[config.mk]
export PLATFORM = sky130hd
export DESIGN_NAME = stdp_syn_xdiv
export DESIGN_NICKNAME = d
export VERILOG_FILES = /design/src/sv/stdp_syn_pkg.sv /design/src/sv/stdp_syn_xdiv.sv
export SDC_FILE = /design/constraint.sdc
export NUM_CORES = 2
export LEC_CHECK = 0
export BUFFER_PORTS_ARGS = -buffer_cell sky130_fd_sc_hd__clkbuf_2
export CAP_MARGIN = 20
export CORE_AREA = 5 5 339 341
export CTS_CLUSTER_DIAMETER = 120
export CTS_CLUSTER_SIZE = 25
export DETAILED_ROUTE_END_ITERATION = 16
export DIE_AREA = 0 0 344 346
export GPL_TIMING_DRIVEN = 0
export MAX_ROUTING_LAYER = met4
export PLACE_DENSITY = 0.77
export SYNTH_ARGS = -nofsm -noshare
export SYNTH_HDL_FRONTEND = slang
export SYNTH_SLANG_ARGS = --single-unit
[constraint.sdc]
create_clock -name clock -period 76.7 [get_ports clock]
set_clock_uncertainty 0.2 [all_clocks]
set_input_delay 7.67 -clock clock [delete_from_list [all_inputs] [get_ports clock]]
set_output_delay 7.67 -clock clock [all_outputs]
set_load 0.1 [all_outputs]
[src/sv/stdp_syn_pkg.sv]
`timescale 1ns / 1ps
// Shared types, constants and helper functions for the STDP synapse update block.
// Depends on nothing; every other file of the block refers to it by scoped names.
package stdp_syn_pkg;

   localparam int DataW = 16;
   localparam int TimeW = 32;
   localparam int CsrIdxW = 3;

   // Configuration register indexes.
   localparam logic [CsrIdxW-1:0] CSR_WINDOW = 3'd0;
   localparam logic [CsrIdxW-1:0] CSR_POT_GAIN = 3'd1;
   localparam logic [CsrIdxW-1:0] CSR_DEP_GAIN = 3'd2;
   localparam logic [CsrIdxW-1:0] CSR_LEARN_RATE = 3'd3;
   localparam logic [CsrIdxW-1:0] CSR_META_GAIN = 3'd4;
   localparam logic [CsrIdxW-1:0] CSR_CONS_GAIN = 3'd5;

   localparam logic [DataW-1:0] WINDOW_RST = 16'd20;
   localparam logic [DataW-1:0] POT_GAIN_RST = 16'd410;
   localparam logic [DataW-1:0] DEP_GAIN_RST = 16'd430;
   localparam logic [DataW-1:0] LEARN_RATE_RST = 16'd655;
   localparam logic [DataW-1:0] META_GAIN_RST = 16'd66;
   localparam logic [DataW-1:0] CONS_GAIN_RST = 16'd66;

   // Commands.
   localparam logic [1:0] CMD_STDP = 2'd0;
   localparam logic [1:0] CMD_META = 2'd1;
   localparam logic [1:0] CMD_CONS = 2'd2;

   localparam logic [DataW-1:0] WEIGHT_MAX = 16'd40960;
   localparam logic [DataW-1:0] META_MAX = 16'd8192;
   localparam logic signed [16:0] ONE_Q14 = 17'sd16384;
   localparam logic [DataW-1:0] WEIGHT_HIGH = 16'd6554;
   localparam logic [DataW-1:0] WEIGHT_LOW = 16'd1638;
   localparam logic [16:0] ONE_Q16 = 17'd65536;

   // Trace: (9t + 16389) / 10 by reciprocal multiplication.
   localparam logic [19:0] TRACE_OFFSET = 20'd16389;
   localparam logic [18:0] TRACE_RCP = 19'd419431;
   localparam int TraceShift = 22;

   // Window divider.
   localparam int DivW = 33;
   localparam int QuoW = 17;

   // Exponential series.
   localparam int ExpTerms = 10;
   localparam int ExpPhases = 4;
   localparam int ExpStages = ExpTerms * ExpPhases;
   localparam int ExpWorkW = 36;
   localparam int NibPerStage = 3;
   localparam int SumW = 35;
   localparam logic [ExpWorkW-1:0] EXP_ONE = 36'h1_0000_0000;
   localparam logic signed [SumW-1:0] SUM_ONE = 35'sh1_0000_0000;

   typedef struct packed {
      logic vld;
      logic [1:0] cmd;
      logic [DataW-1:0] weight;
      logic [DataW-1:0] meta;
      logic [DataW-1:0] trace;
      logic dt_pos;
      logic in_win;
   } side_type;

   // One step of long division by a small constant: returns quotient digit and remainder.
   function automatic logic [7:0] nib_div(input logic [3:0] rem, input logic [3:0] nib,
                                          input logic [3:0] k);
      logic [7:0] v;
      logic [3:0] q;
      logic [7:0] r;
      v = {rem, nib};
      q = 4'd0;
      for (int j = 1; j < 16; j++) begin
         if (int'(v) >= j * int'(k)) q = 4'(j);
      end
      r = 8'(int'(v) - int'(q) * int'(k));
      return {q, r[3:0]};
   endfunction

endpackage

[src/sv/stdp_syn_xdiv.sv]
`timescale 1ns / 1ps
// Pipelined restoring divider: normalised interval x = round(|dt| * 2^16 / window).
// Depends on stdp_syn_pkg.
module stdp_syn_xdiv (
   input  logic                                clock,
   input  logic                                reset,
   input  logic                                en,
   input  stdp_syn_pkg::side_type              side_i,
   input  logic [stdp_syn_pkg::DivW-1:0]       dividend_i,
   input  logic [stdp_syn_pkg::DataW-1:0]      window,
   output stdp_syn_pkg::side_type              side_o,
   output logic [stdp_syn_pkg::DataW-1:0]      x_o
);

   typedef struct packed {
      stdp_syn_pkg::side_type side;
      logic [stdp_syn_pkg::DivW-1:0] rem;
      logic [stdp_syn_pkg::QuoW-1:0] quo;
   } div_type;

   div_type head;
   div_type pipe_ff [stdp_syn_pkg::QuoW];
   div_type pipe_in [stdp_syn_pkg::QuoW];

   always_comb begin
      head.side = side_i;
      head.rem = dividend_i;
      head.quo = '0;
   end

   for (genvar s = 0; s < stdp_syn_pkg::QuoW; s++) begin : g_stage
      localparam int B = stdp_syn_pkg::QuoW - 1 - s;
      div_type src;
      if (s == 0) begin : g_first
         assign src = head;
      end else begin : g_next
         assign src = pipe_ff[s-1];
      end

      always_comb begin
         logic [stdp_syn_pkg::DivW-1:0] dv;
         pipe_in[s] = src;
         dv = stdp_syn_pkg::DivW'(window) << B;
         if (src.rem >= dv) begin
            pipe_in[s].rem = src.rem - dv;
            pipe_in[s].quo[B] = 1'b1;
         end
      end

      always_ff @(posedge clock) begin
         if (reset) begin
            pipe_ff[s].side.vld <= 1'b0;
         end else if (en) begin
            pipe_ff[s] <= pipe_in[s];
         end
      end
   end

   assign side_o = pipe_ff[stdp_syn_pkg::QuoW-1].side;
   assign x_o = pipe_ff[stdp_syn_pkg::QuoW-1].quo[stdp_syn_pkg::QuoW-1] ? '1
                : pipe_ff[stdp_syn_pkg::QuoW-1].quo[stdp_syn_pkg::DataW-1:0];

endmodule

# ---- Word-level counts from Yosys, hierarchy flattened
# Memories as Yosys holds them, arrays and structs flattened.
# Index checks and enable logic that the tools add are counted.
# Widths: inputs -> output; s select.
dict set report totals {
  elab_cells 108
  ramBits 1751
  regBits 0
  n_memories 1
  in_bits 105
  out_inout_bits 69
}
# name words width read_ports rd_clocked_by_memory_dff wr line
set memory_table {}
lappend memory_table {pipe_ff 17 103 17 0 17 stdp_syn_xdiv.sv:22} ;# div_type pipe_ff [stdp_syn_pkg::QuoW];
dict set report classes {
  muxes 56
  add_sub_neg 17
  magnitude_cmp 17
  bitwise_logic 17
}
# op count
set ops {}
lappend ops {{$mux 33} 16}
lappend ops {{$mux 1} 38}
lappend ops {{$mux 34} 1}
lappend ops {{$ge 33x16->1} 1}
lappend ops {{$ge 33x17->1} 1}
lappend ops {{$ge 33x18->1} 1}
lappend ops {{$ge 33x19->1} 1}
lappend ops {{$ge 33x20->1} 1}
lappend ops {{$ge 33x21->1} 1}
lappend ops {{$ge 33x22->1} 1}
lappend ops {{$ge 33x23->1} 1}
lappend ops {{$ge 33x24->1} 1}
lappend ops {{$ge 33x25->1} 1}
lappend ops {{$ge 33x26->1} 1}
lappend ops {{$ge 33x27->1} 1}
lappend ops {{$ge 33x28->1} 1}
lappend ops {{$ge 33x29->1} 1}
lappend ops {{$ge 33x30->1} 1}
lappend ops {{$ge 33x31->1} 1}
lappend ops {{$ge 33x32->1} 1}
lappend ops {{$sub 33x16->33} 1}
lappend ops {{$sub 33x17->33} 1}
lappend ops {{$sub 33x18->33} 1}
lappend ops {{$sub 33x19->33} 1}
lappend ops {{15 further kinds} 31}

# ---- Longest topological paths before layout
dict set report depth {
  depth_word 4
  depth_mapped 14
  ltp_nobuf 13
}

# ---- Least setup slack after synthesis
# Ideal clock, no wire load.
dict set report synth_path {
  path_type {input to register}
  from {input port en}
  to {memory pipe_ff[0][102] (netlist bit) (data pin)}
  t_required_ns 76.131
  path_stages 3
  arrival_time_ns 52.691
  path_slack_ns 23.440
  path_cell_list {nor2b_1 -> clkbuf_1 -> and2_1}
}
# element line
set synth_lines {}
lappend synth_lines {{from (decl)} stdp_syn_xdiv.sv:7} ;# input logic en,
lappend synth_lines {{to (decl)} stdp_syn_xdiv.sv:22}

==> summary.md <==
| Metric | Value |
|---|---|
| Largest registers | pipe_ff: 1582 flops |
| Share of cells above drive strength 1 | 10.0% |
| Biggest register | pipe_ff |
| Clock sinks | 1,582 |
| Syn avg cell area | ~15 sq um |
| Post-CTS setup buffer count | 0 |
| Via density | 5.78 |
| # resized after CTS | 0 |
| Max-cap viol count | 0 |
| Antenna viol nets, final | 0 |
| Critical Path Start Type | primary input |
| Initial Util | 59.5% |
| Placement Rows | 123 |
| CTS Root Cell | clkbuf_16 |
| Htree depth | 3 |
| Post-detail-place hpwl | 85,800 um |
| Pwr dens | 23.6 nW/um^2 |
| Final WL | about 120,000 um |
| CTS tree | yes |
| Synth Area in XOR/XNOR | 4.29% |
| Total Routing Usage GR | 21.0% |
| Psw | 414 uW |
| Synth area leaders | edfxtp_1, ha_1, xnor2_1 |
| Routed len/inst | 19.9 um |
| Crit-path cells | clkbuf_2 -> inv_2 -> fa_1 -> a21oi_1 -> o221ai_1 -> a221oi_1 -> a2111oi_0 -> nor4b_2 -> clkbuf_1 -> clkbuf_1 -> o21ai_0 |
| Final core occ | 64.6% |
| Area leader, netlist | edfxtp_1 |
| Adder-Cell Fraction of Synth Area | 5.61% |
| Slew Viols, Final | 0 |
| Max-slew headroom | 33.8% |
| Multiplexer share of the synthesized area | less than 1% |
| Largest net degree at the start of global routing | 76 |
| Synth Cell Area | 66,300 sq um |
| Top_reg_cell synth | edfxtp_1 |
| Sequential share of power | 60.8% |
| Static Leak | 0.0252 uW |
| Total power | roughly 1700 uW |
| CP Capture Type | flip-flop |
| Top cell type's share of synthesized area | 71.6% |
| Synthesized Nets | about 4,800 |
| Chip Width | 344 um |
| Yosys reg bits | 1,582 |
| Via count | 35,600 |
| Period minus WS final | 12.36 ns |
| Leading cell type in the layout, fill and taps excluded | edfxtp_1 |
| Setup Slack @ Placement | 63.70 ns |
| I/O Pins | roughly 170 |
| Diodes inserted | 0 |
| Post-route setup slack | roughly 64 ns |
| Vias in the first global route | 34,800 |
| GP Congestion | 0.901 |
| Clock share of power | about a quarter |
| Hold Vio Cnt, Final | 0 |
| Max incr delay on CP | 0.64 ns |
| DR pass1 iterations | 6 |
| Die area | 119,000 sq um |
| Grt total ovfl | 0 |
| Critical path's slowest cell | clkbuf_2 |
| Crit path kind | primary input to flip-flop |
| RSZ-0062 raised after global routing | no |
| Layout area overhead | 8.58% |
| Comb pwr share | 14.1% |
| CTS Buf Count | 73 |
| CP bufs+invs | 4 |
| Internal power | about 1300 uW |
| Crit path DAT | 12.56 ns |
| Post-synth ARST share | 0% |
| Period Utilization, post-route | 16.1% |
| Synth cell types | 89 |
| 1st-iter DRT viols | 2,715 |
| Register area share after synthesis | between 70 and 80% |
| Switching share of total power | 24.4% |
| Hold depth | 0 |
| Worst min-delay path category | flip-flop to flip-flop |
| DR DRC count | 0 |
| Simple-gate share of the synthesized area | ~8.0% |
| Fmax | 80.9 MHz |
| # port buffers | 173 |
| CP delay by family, top | buffers and inverters |
| CTS Buffer Depth | 3 |
| Final nets | roughly 5,000 |
| Die Height | 346 um |
| Peak VDD IR | 19.1 uV |
| Slew @ Worst Pin | 0.993 ns |
| Reg clk slew, reported paths | 0.10 ns |
| Core area | about 110,000 sq um |
| Global-route wire length before repair | 192,000 um |
| Max reg flops | 1,582 |
| Levels on crit path | 11 |
| Initial antenna violation count | 2 |
| Reg2reg path depth | 12 |
| Post-synthesis compound-gate area fraction | 7.89% |
| Mapped Cells | 4,358 |
| Most frequent cells in the layout | edfxtp_1, ha_1, nand2_1 |
| Most frequent cell on the critical path | clkbuf_1 |
| Setup TNS | 0 ns |
| Final setup viols | 0 |
| Register-to-register setup slack | 72.13 ns |
| Post-CTS Hold Fix Bufs | 0 |
| CP Max Fanout | 22 |
| Layout filler cell count | 7,901 |
| Status | completed |
| Clock latency on the worst-skew pair | roughly 0.7 ns |
| Critical Path RT | 76.90 ns |
| Ys Warns | 0 |
| Number of enable flip-flop cells after synthesis | 1,582 |
| Combinational family with the most area after synthesis | simple AND/OR/NAND/NOR gates |
final cells by class:
type                       count  area, sq um  share of cell area, %
tap                         1500         1880                   2.61
clock buffer                  74         1830                   2.54
clock inverter                 9          154                  0.214
timing repair buffer         209         1830                   2.54
sequential                  1582        47500                   66.0
multi-input combinational   2546        17700                   24.6
buffer                       115          672                  0.933
inverter                     115          432                  0.599
final timing paths:
check,end,startpoint
hold / removal,pipe_ff[6][13],pipe_ff[5][13]
hold reg to reg,pipe_ff[6][13],pipe_ff[5][13]
setup / recovery,pipe_ff[13][28],window[1]
setup reg to reg,pipe_ff[13][28],pipe_ff[12][20]
per-stage QoR:
stage               cell area, sq um  hold slack, ns  cells
global placement               69100           0.200   6031
floorplan                      66300           0.200   4358
detailed placement             70000           0.205   6066
global route                   72000           0.214   6150
CTS                            72000           0.205   6149
finish                         72000           0.205   6150
cell families (layout without fill, tap and decap cells):
family | after synthesis | count (layout)
flops | 1582 | 1582
simple gates | 1039 | 1039
compound gates | 840 | 840
xor+xnor | 325 | 325
fa+ha+maj | 288 | 288
buf+inv | 230 | 522
mux | 54 | 54
power groups by stage:
stage / sequential, uW / clock, uW / combinational (uW)
6_report: 1030 / 425 / 240
5_1_grt: 1040 / 473 / 265
4_1_cts: 1030 / 441 / 239
3_5_place_dp: 1050 / 0 / 238
3_3_place_gp: 1150 / 0 / 227
2_1_floorplan: 1120 / 0 / 180
per-layer routing:
| metal | track usage [%] | vias up | share of wire (%) |
|---|---|---|---|
| li1 | - | 17100 | - |
| met1 | 27.6 | 17400 | 43 |
| met2 | 35.6 | 835 | 51 |
| met3 | 2.30 | 190 | 3.9 |
| met4 | 5.41 | 0 | 2.4 |
| met5 | - | - | 0 |
cell usage after synthesis (10+ instances only):
cell,n
nand4_1,34
nand3b_1,10
or2_2,34
and2_1,25
nor3b_1,12
a21oi_1,239
o21a_1,47
nor3_1,84
o31ai_1,26
or3_1,32
and3_1,15
nor4b_1,21
or4_1,23
inv_1,114
edfxtp_1,1582
nor2_1,230
nor2b_1,47
xor2_1,156
nand3_1,54
a211oi_1,26
clkbuf_1,50
mux2_2,45
xnor2_1,169
a21o_1,109
buf_4,54
fa_1,16
o21bai_1,24
nand2_1,263
nor4_1,65
a31oi_1,25
ha_1,272
o211ai_1,11
o21ai_0,238
nand2b_1,61
Power figures use the tool's default switching activity.
