File: src/sv/stdp_syn_pkg.sv
`timescale 1ns / 1ps
// Shared types, constants and helper functions for the STDP synapse update block.
// Depends on nothing; every other file of the block refers to it by scoped names.
package stdp_syn_pkg;

   localparam int DataW = 16;
   localparam int TimeW = 32;
   localparam int CsrIdxW = 3;

   // Configuration register indexes.
   localparam logic [CsrIdxW-1:0] CSR_WINDOW = 3'd0;
   localparam logic [CsrIdxW-1:0] CSR_POT_GAIN = 3'd1;
   localparam logic [CsrIdxW-1:0] CSR_DEP_GAIN = 3'd2;
   localparam logic [CsrIdxW-1:0] CSR_LEARN_RATE = 3'd3;
   localparam logic [CsrIdxW-1:0] CSR_META_GAIN = 3'd4;
   localparam logic [CsrIdxW-1:0] CSR_CONS_GAIN = 3'd5;

   localparam logic [DataW-1:0] WINDOW_RST = 16'd20;
   localparam logic [DataW-1:0] POT_GAIN_RST = 16'd410;
   localparam logic [DataW-1:0] DEP_GAIN_RST = 16'd430;
   localparam logic [DataW-1:0] LEARN_RATE_RST = 16'd655;
   localparam logic [DataW-1:0] META_GAIN_RST = 16'd66;
   localparam logic [DataW-1:0] CONS_GAIN_RST = 16'd66;

   // Commands.
   localparam logic [1:0] CMD_STDP = 2'd0;
   localparam logic [1:0] CMD_META = 2'd1;
   localparam logic [1:0] CMD_CONS = 2'd2;

   localparam logic [DataW-1:0] WEIGHT_MAX = 16'd40960;
   localparam logic [DataW-1:0] META_MAX = 16'd8192;
   localparam logic signed [16:0] ONE_Q14 = 17'sd16384;
   localparam logic [DataW-1:0] WEIGHT_HIGH = 16'd6554;
   localparam logic [DataW-1:0] WEIGHT_LOW = 16'd1638;
   localparam logic [16:0] ONE_Q16 = 17'd65536;

   // Trace: (9t + 16389) / 10 by reciprocal multiplication.
   localparam logic [19:0] TRACE_OFFSET = 20'd16389;
   localparam logic [18:0] TRACE_RCP = 19'd419431;
   localparam int TraceShift = 22;

   // Window divider.
   localparam int DivW = 33;
   localparam int QuoW = 17;

   // Exponential series.
   localparam int ExpTerms = 10;
   localparam int ExpPhases = 4;
   localparam int ExpStages = ExpTerms * ExpPhases;
   localparam int ExpWorkW = 36;
   localparam int NibPerStage = 3;
   localparam int SumW = 35;
   localparam logic [ExpWorkW-1:0] EXP_ONE = 36'h1_0000_0000;
   localparam logic signed [SumW-1:0] SUM_ONE = 35'sh1_0000_0000;

   typedef struct packed {
      logic vld;
      logic [1:0] cmd;
      logic [DataW-1:0] weight;
      logic [DataW-1:0] meta;
      logic [DataW-1:0] trace;
      logic dt_pos;
      logic in_win;
   } side_type;

   // One step of long division by a small constant: returns quotient digit and remainder.
   function automatic logic [7:0] nib_div(input logic [3:0] rem, input logic [3:0] nib,
                                          input logic [3:0] k);
      logic [7:0] v;
      logic [3:0] q;
      logic [7:0] r;
      v = {rem, nib};
      q = 4'd0;
      for (int j = 1; j < 16; j++) begin
         if (int'(v) >= j * int'(k)) q = 4'(j);
      end
      r = 8'(int'(v) - int'(q) * int'(k));
      return {q, r[3:0]};
   endfunction

endpackage

File: src/sv/stdp_syn_aux.sv
`timescale 1ns / 1ps
// Front stages: spike interval, trace update, metaplasticity and consolidation.
// Depends on stdp_syn_pkg.
module stdp_syn_aux (
   input  logic                                clock,
   input  logic                                reset,
   input  logic                                en,
   input  stdp_syn_pkg::side_type              side_i,
   input  logic signed [stdp_syn_pkg::DivW-1:0] diff_i,
   input  logic [stdp_syn_pkg::DataW-1:0]      window,
   input  logic [stdp_syn_pkg::DataW-1:0]      meta_gain,
   input  logic [stdp_syn_pkg::DataW-1:0]      cons_gain,
   output stdp_syn_pkg::side_type              side_o,
   output logic [stdp_syn_pkg::DivW-1:0]       dividend_o
);

   stdp_syn_pkg::side_type a_side_ff, a_side_in;
   logic [15:0] a_mag_ff, a_mag_in;
   logic [15:0] a_trq_ff, a_trq_in;
   logic signed [33:0] a_mprod_ff, a_mprod_in;
   logic [32:0] a_cprod_ff, a_cprod_in;
   logic a_hi_ff, a_hi_in;
   logic a_lo_ff, a_lo_in;

   stdp_syn_pkg::side_type b_side_ff, b_side_in;
   logic [32:0] b_dividend_ff, b_dividend_in;

   // Stage A: interval magnitude, window test and the three products.
   always_comb begin
      logic [32:0] mag;
      logic [19:0] tn;
      logic [38:0] tprod;
      logic signed [16:0] tdiff;
      logic [16:0] factor;
      a_side_in = side_i;
      mag = diff_i[32] ? 33'(-diff_i) : 33'(diff_i);
      a_side_in.in_win = mag < {17'd0, window};
      a_side_in.dt_pos = !diff_i[32] && (diff_i != '0);
      a_mag_in = mag[15:0];
      tn = 20'(side_i.trace) * 20'd9 + stdp_syn_pkg::TRACE_OFFSET;
      tprod = 39'(tn) * 39'(stdp_syn_pkg::TRACE_RCP);
      a_trq_in = 16'(tprod >> stdp_syn_pkg::TraceShift);
      tdiff = stdp_syn_pkg::ONE_Q14 - $signed({1'b0, side_i.trace});
      a_mprod_in = 34'(tdiff) * 34'($signed({1'b0, meta_gain}));
      a_hi_in = side_i.weight >= stdp_syn_pkg::WEIGHT_HIGH;
      a_lo_in = side_i.weight <= stdp_syn_pkg::WEIGHT_LOW;
      factor = a_hi_in ? stdp_syn_pkg::ONE_Q16 - 17'(cons_gain)
                       : stdp_syn_pkg::ONE_Q16 + 17'(cons_gain);
      a_cprod_in = 33'(side_i.meta) * 33'(factor);
   end

   // Stage B: final metaplasticity and trace values, divider dividend.
   always_comb begin
      logic [33:0] mabs;
      logic [15:0] dmag;
      logic signed [17:0] nm;
      logic [16:0] cr;
      b_side_in = a_side_ff;
      mabs = a_mprod_ff[33] ? 34'(-a_mprod_ff) : 34'(a_mprod_ff);
      dmag = 16'((mabs + 34'd131072) >> 18);
      nm = a_mprod_ff[33] ? $signed({2'b0, a_side_ff.meta}) - $signed({2'b0, dmag})
                          : $signed({2'b0, a_side_ff.meta}) + $signed({2'b0, dmag});
      cr = 17'((a_cprod_ff + 33'd32768) >> 16);
      case (a_side_ff.cmd)
         stdp_syn_pkg::CMD_STDP: begin
            b_side_in.trace = a_trq_ff;
         end
         stdp_syn_pkg::CMD_META: begin
            if (nm < 0) begin
               b_side_in.meta = '0;
            end else if (nm > $signed({2'b0, stdp_syn_pkg::META_MAX})) begin
               b_side_in.meta = stdp_syn_pkg::META_MAX;
            end else begin
               b_side_in.meta = nm[15:0];
            end
         end
         stdp_syn_pkg::CMD_CONS: begin
            if (a_hi_ff) begin
               b_side_in.meta = cr[15:0];
            end else if (a_lo_ff) begin
               b_side_in.meta = cr[16] ? 16'hFFFF : cr[15:0];
            end
         end
         default: begin
            b_side_in = a_side_ff;
         end
      endcase
      b_dividend_in = {1'b0, a_mag_ff, 16'd0} + 33'(window >> 1);
   end

   always_ff @(posedge clock) begin
      if (reset) begin
         a_side_ff.vld <= 1'b0;
         b_side_ff.vld <= 1'b0;
      end else if (en) begin
         a_side_ff <= a_side_in;
         b_side_ff <= b_side_in;
      end
   end

   always_ff @(posedge clock) begin
      if (en) begin
         a_mag_ff <= a_mag_in;
         a_trq_ff <= a_trq_in;
         a_mprod_ff <= a_mprod_in;
         a_cprod_ff <= a_cprod_in;
         a_hi_ff <= a_hi_in;
         a_lo_ff <= a_lo_in;
         b_dividend_ff <= b_dividend_in;
      end
   end

   assign side_o = b_side_ff;
   assign dividend_o = b_dividend_ff;

endmodule

File: config.mk
export PLATFORM = sky130hd
export DESIGN_NAME = stdp_syn_aux
export DESIGN_NICKNAME = d
export VERILOG_FILES = /design/src/sv/stdp_syn_pkg.sv /design/src/sv/stdp_syn_aux.sv
export SDC_FILE = /design/constraint.sdc
export NUM_CORES = 2
export LEC_CHECK = 0
export ABC_AREA = 1
export BUFFER_PORTS_ARGS = -buffer_cell sky130_fd_sc_hd__buf_2
export CAP_MARGIN = 40
export CELL_PAD_IN_SITES_DETAIL_PLACEMENT = 0
export CELL_PAD_IN_SITES_GLOBAL_PLACEMENT = 2
export CORE_ASPECT_RATIO = 0.6
export CORE_MARGIN = 2
export CORE_UTILIZATION = 43
export CTS_BUF_LIST = sky130_fd_sc_hd__clkbuf_4 sky130_fd_sc_hd__clkbuf_8
export CTS_CLUSTER_DIAMETER = 100
export CTS_CLUSTER_SIZE = 16
export DETAILED_ROUTE_END_ITERATION = 8
export GPL_ROUTABILITY_DRIVEN = 0
export PLACE_DENSITY_LB_ADDON = 0.1
export SLEW_MARGIN = 25
export SYNTH_ARGS = -nofsm -noshare
export SYNTH_HDL_FRONTEND = slang
export SYNTH_SLANG_ARGS = --single-unit
File: constraint.sdc
create_clock -name clock -period 13.33 [get_ports clock]
set_input_delay 2.666 -clock clock [delete_from_list [all_inputs] [get_ports clock]]
set_output_delay 2.666 -clock clock [all_outputs]
set_load 0.01 [all_outputs]
Yosys cells after proc, flatten, opt, wreduce, memory -nomap -nowiden:

Index checks and enable logic that the tools add are counted.
Widths: inputs -> output; s select.

* input bits: 137
* bits in registers: 240

* multiply operators: 4
* add/sub/neg operators: 11
* equal/unequal tests: 2
* $lt $le $gt $ge: 5
* muxes and demuxes: 11
* bitwise gates (word level): 1
* reductions and logical operators: 5

Operators with widths (count)
* $mux 16: 6
* $mul 20x19->38 const B: 1
* $add 34x18->34 const B: 1
* $mul 17x17->34: 1
* $mux 34: 1
* $neg 34->34: 1
* $add 32x15->33: 1
* $add 33x16->33 const B: 1
* $lt 33x16->1: 1
* $mul 16x17->33: 1
* $mux 33: 1
* $neg 33->33: 1
* $reduce_bool 33->1: 1
* $pmux 16 s2: 1
* $add 20x15->20 const B: 1
* $mul 16x4->20 const B: 1
* $gt 18x15->1 const B: 1
* $lt 18x1->1 const B: 1
* $mux 18: 1
* $add 16x16->17: 1
* $add 17x16->17 const A: 1
* $mux 17: 1
* $sub 15x16->17 const A: 1
* $sub 16x16->17: 1
* other kinds (10): 10

Longest topological paths before layout:

* depth in word-level cells: 9
* gate-level depth with buffers: 42

Worst setup path after synthesis:

OpenSTA, ideal clock, no wires.

* kind: input -> register
* from: input port side_i[2] in the netlist's numbering
* to: register a_mprod_ff[33], data pin
* data arrival time: 9.344 ns
* cell stages on the path: 32
* required time: 13.061 ns
* setup time: 0.269 ns
* slack: 3.717 ns
* cells stage by stage: clkbuf_1 clkbuf_1 inv_1 ha_1 nand2_1 nor2_1 inv_1 nor2_1 nand2_1 nor4_1 o21ai_0 inv_1 buf_2 nor2_1 fa_1 fa_1 inv_1 fa_1 fa_1 fa_1 fa_1 inv_1 ha_1 nand2_1 nor2_1 inv_1 nor3_1 nand3b_1 nand3b_1 a21oi_1 o31ai_1 xor2_1

* cells in the longest elaborated chain, start to end: 2

RTL lines
* from (decl): line stdp_syn_aux.sv:8 `input stdp_syn_pkg::side_type side_i,`
* $sub 15x16->17: line stdp_syn_aux.sv:43 `tdiff = stdp_syn_pkg::ONE_Q14 - $signed({1'b0, side_i.trace});`
* $mul 17x17->34: line stdp_syn_aux.sv:44 `a_mprod_in = 34'(tdiff) * 34'($signed({1'b0, meta_gain}));`
* net a_mprod_in[33]: line stdp_syn_aux.sv:20 `logic signed [33:0] a_mprod_ff, a_mprod_in;`
* to (signal assigned): line stdp_syn_aux.sv:105 `a_mprod_ff <= a_mprod_in;`
* to (decl): line stdp_syn_aux.sv:20

The timed path passes the listed nets, and every way through them passes these cells.
A chain may end at the register's enable or synchronous reset.

Worst setup path after layout:

* from: input port side_i[2] in the netlist's numbering
* to: register a_trq_ff[11], data pin

* cells in the longest elaborated chain, start to end: 3

RTL lines
* $mul 16x4->20: line stdp_syn_aux.sv:40 `tn = 20'(side_i.trace) * 20'd9 + stdp_syn_pkg::TRACE_OFFSET;`
* $add 20x15->20: line stdp_syn_aux.sv:40
* $mul 20x19->38: line stdp_syn_aux.sv:41 `tprod = 39'(tn) * 39'(stdp_syn_pkg::TRACE_RCP);`
* net a_trq_in[11]: line stdp_syn_aux.sv:19 `logic [15:0] a_trq_ff, a_trq_in;`
* to (signal assigned): line stdp_syn_aux.sv:104 `a_trq_ff <= a_trq_in;`
* to (decl): line stdp_syn_aux.sv:19

The timed path passes the listed nets, and every way through them passes these cells.

==> impl_metrics.tcl <==
set metrics [dict create \
    grt_pass1_wl_um 189000 \
    syn_inst 4842 \
    fp.dieW_um 400 \
    cts_buffers 20 \
    hold_slack_ns 0.420 \
    drive_gt1_share_pct 7.16 \
    cts.clk_slew.worst_paths_ns 0.11 \
    ioPinCount 223 \
    path_max_fanout 23 \
    placementRows 87 \
    synth-seq-area-share_pct 16.5 \
    cts_num_sinks 223 \
    startpoint_type "input pin" \
    globalRouteTotalUtil_pct 25.4 \
    finalHoldViolCount 0 \
    synthDistinctLibCells 61 \
    die_y_um 242 \
    cts_setup_buffers 0 \
    wirelength_um 120000 \
    period_needed_ns 10.58 \
    utilization_pct 46.3 \
    numPortBuffers 218 \
    rsz0062_at_grt "false" \
    holdPathEnd "side_o[48]" \
    antenna_found_initial 7 \
    reg2reg_slack_ns 8.05 \
    r2r-end "side_o[26]" \
    worst_setup_path_end_kind "flip-flop" \
    synthTopCellsByArea "fa_1, edfxtp_1, ha_1" \
    syn_avg_cell_area_um2 8.37 \
    fmax_mhz 94.5 \
    clock_path_buffers 3 \
    cts_tree "yes" \
    final_cell_mix "inv_1, nand2_1, fa_1" \
    ys.flop_type "edfxtp_1" \
    dpl.hpwl_um 103000 \
    area_growth_pct 6.93 \
    reg2regPathDepth 26 \
    drt_iter0_drc 2393 \
    crit_buf_inv 6 \
    synth_top_area_share_pct 31.2 \
    h-tree-depth 1 \
    start_util_pct 43.3 \
    grt_max_degree 56 \
    syn_area_um2 40500 \
    clock_skew_ns 0.0337 \
    ys_seq_elements 223 \
    final.setup.tns_ns 0 \
    synth_top_area_cell "fa_1" \
    slowest_stage "xor2_1" \
    coreArea_um2 93600 \
    ctsResizeCount 0 \
    rr_startpoint "a_mprod_ff[23]" \
    synth-edff-count 221 \
    dpl_cell_area_um2 42900 \
    cts-root-buf "clkbuf_8" \
    first_global_vias 31100 \
    grt_overflow 0 \
    hold_buffers 0 \
    min_path_type "reg2reg" \
    cp.required_ns 13.72 \
    wl_per_cell_um 19.2 \
    finalSetupViolations 0 \
    postRouteAntennaNets 0 \
    cap_violations 0 \
    status "completed" \
    hold_start "a_side_ff[48]" \
    vias 31000 \
    die-area_um2 96800 \
    fin_area_um2 43300 \
    final_common_cell "inv_1" \
    viasPerCell 4.95 \
    async_reset_ff_share_pct 0 \
    fin_nets 6221 \
    crit_path_max_incr_delay_ns 0.61 \
    hold_depth 0 \
    cp.arrival_ns 10.97 \
    post-route-period-util_pct 79.4 \
    finalMaxSlewViolations 0 \
    clk_latency_ns 0.64 \
    dr.pass1.iters 6 \
    tightest_slew_ns 0.819 \
    yosys_warnings 0 \
    cp_top_family "adder cells" \
    worst-setup-path-type "in2reg" \
    max_slew_margin_pct 45.4 \
    drc 0 \
]
[cell type report]
| class | count | area (um2) |
|---|---|---|
| well taps | 1246 | 1560 |
| fillers | 9481 | 50300 |
| diodes | 1 | 2.50 |
| clock buffers | 22 | 297 |
| multi-input cells | 3339 | 29000 |
| repair buffers | 238 | 1250 |
| inverters | 1187 | 4460 |
| flip-flops and latches | 223 | 6680 |
| clock inverters | 6 | 87.6 |
[cell usage after synthesis, types with 37 or more instances]
cell type  number
inv_1        1161
nand2_1       929
fa_1          632
nor2_1        493
ha_1          443
edfxtp_1      221
a21oi_1       197
nand3_1       138
xor2_1        100
o21ai_0        85
clkbuf_1       65
xnor2_1        50
nor3_1         39
nand4_1        37
[worst reg2reg max path, stage by stage, from the launching register on]
cell and delay, ns:
edfxtp_1 0.51, nor2_1 0.27, nand3_1 0.13, nor2_1 0.12, nand3b_1 0.20, o21ai_1 0.29, xnor2_1 0.27, nand2_1 0.30
nor2_8 0.19, xor2_2 0.20, inv_2 0.04, ha_1 0.40, inv_1 0.18, nand2_1 0.12, nor2_1 0.32, nand3_1 0.15
nand3_1 0.09, nand2_1 0.05, nand2_1 0.06, nand2_1 0.04, nand2_1 0.11, nand3_1 0.09, nor2_1 0.12, nand4_1 0.10
nand2_2 0.25, nand2_1 0.09, a21oi_1 0.36
[metrics by stage]
step           setup WS (ns)  std cells
2_1_floorplan           3.72       4843
3_3_place_gp            2.19       6231
3_5_place_dp            2.17       6232
4_1_cts                 2.84       6260
5_1_grt                 2.25       6262
6_report                2.75       6262
[flip-flops by register name, indices dropped and copies added, names as in the netlist]
register	count
dividend_o	31
a_cprod_ff	18
a_mag_ff	16
a_hi_ff	1
a_mprod_ff	34
a_side_ff	53
a_trq_ff	16
a_lo_ff	1
side_o	53
[cells by family (layout without fill, tap and decap cells)]
| family | Yosys count | in the layout | synth area share [%] |
|---|---|---|---|
| compound gates | 373 | 373 | 5.17 |
| xor+xnor | 154 | 154 | 3.43 |
| fa+ha+maj | 1075 | 1075 | 44.9 |
| buf+inv | 1281 | 1453 | 12.0 |
| flops | 223 | 223 | 16.5 |
| mux | 16 | 16 | 0.445 |
| other cells | 1 | 3 | 0.00925 |
| simple gates | 1719 | 1719 | 17.6 |
[worst max-delay path by stage]
stage	startpoint	to	cells past startpoint
after floorplan	side_i[2]	a_mprod_ff[33]	32
after global placement	side_i[2]	a_trq_ff[11]	33
after detailed placement	side_i[2]	a_mprod_ff[31]	28
after CTS	side_i[2]	a_mprod_ff[31]	28
after global routing	side_i[2]	a_mprod_ff[31]	28
final	side_i[2]	a_trq_ff[11]	33
[layer usage]
metal / vias to the layer above / part of all wire (%) / track usage (%)
met1: 15000 / 54 / 42.4
met3: 70 / 8.0 / 5.65
met4: 6 / 1.0 / 2.48
li1: 15100 / - / -
met5: - / 0.027 / 0
met2: 848 / 37 / 33.6
Power is not shown: default switching activity piles up to over one toggle a cycle in this logic, so the estimate is an artifact.
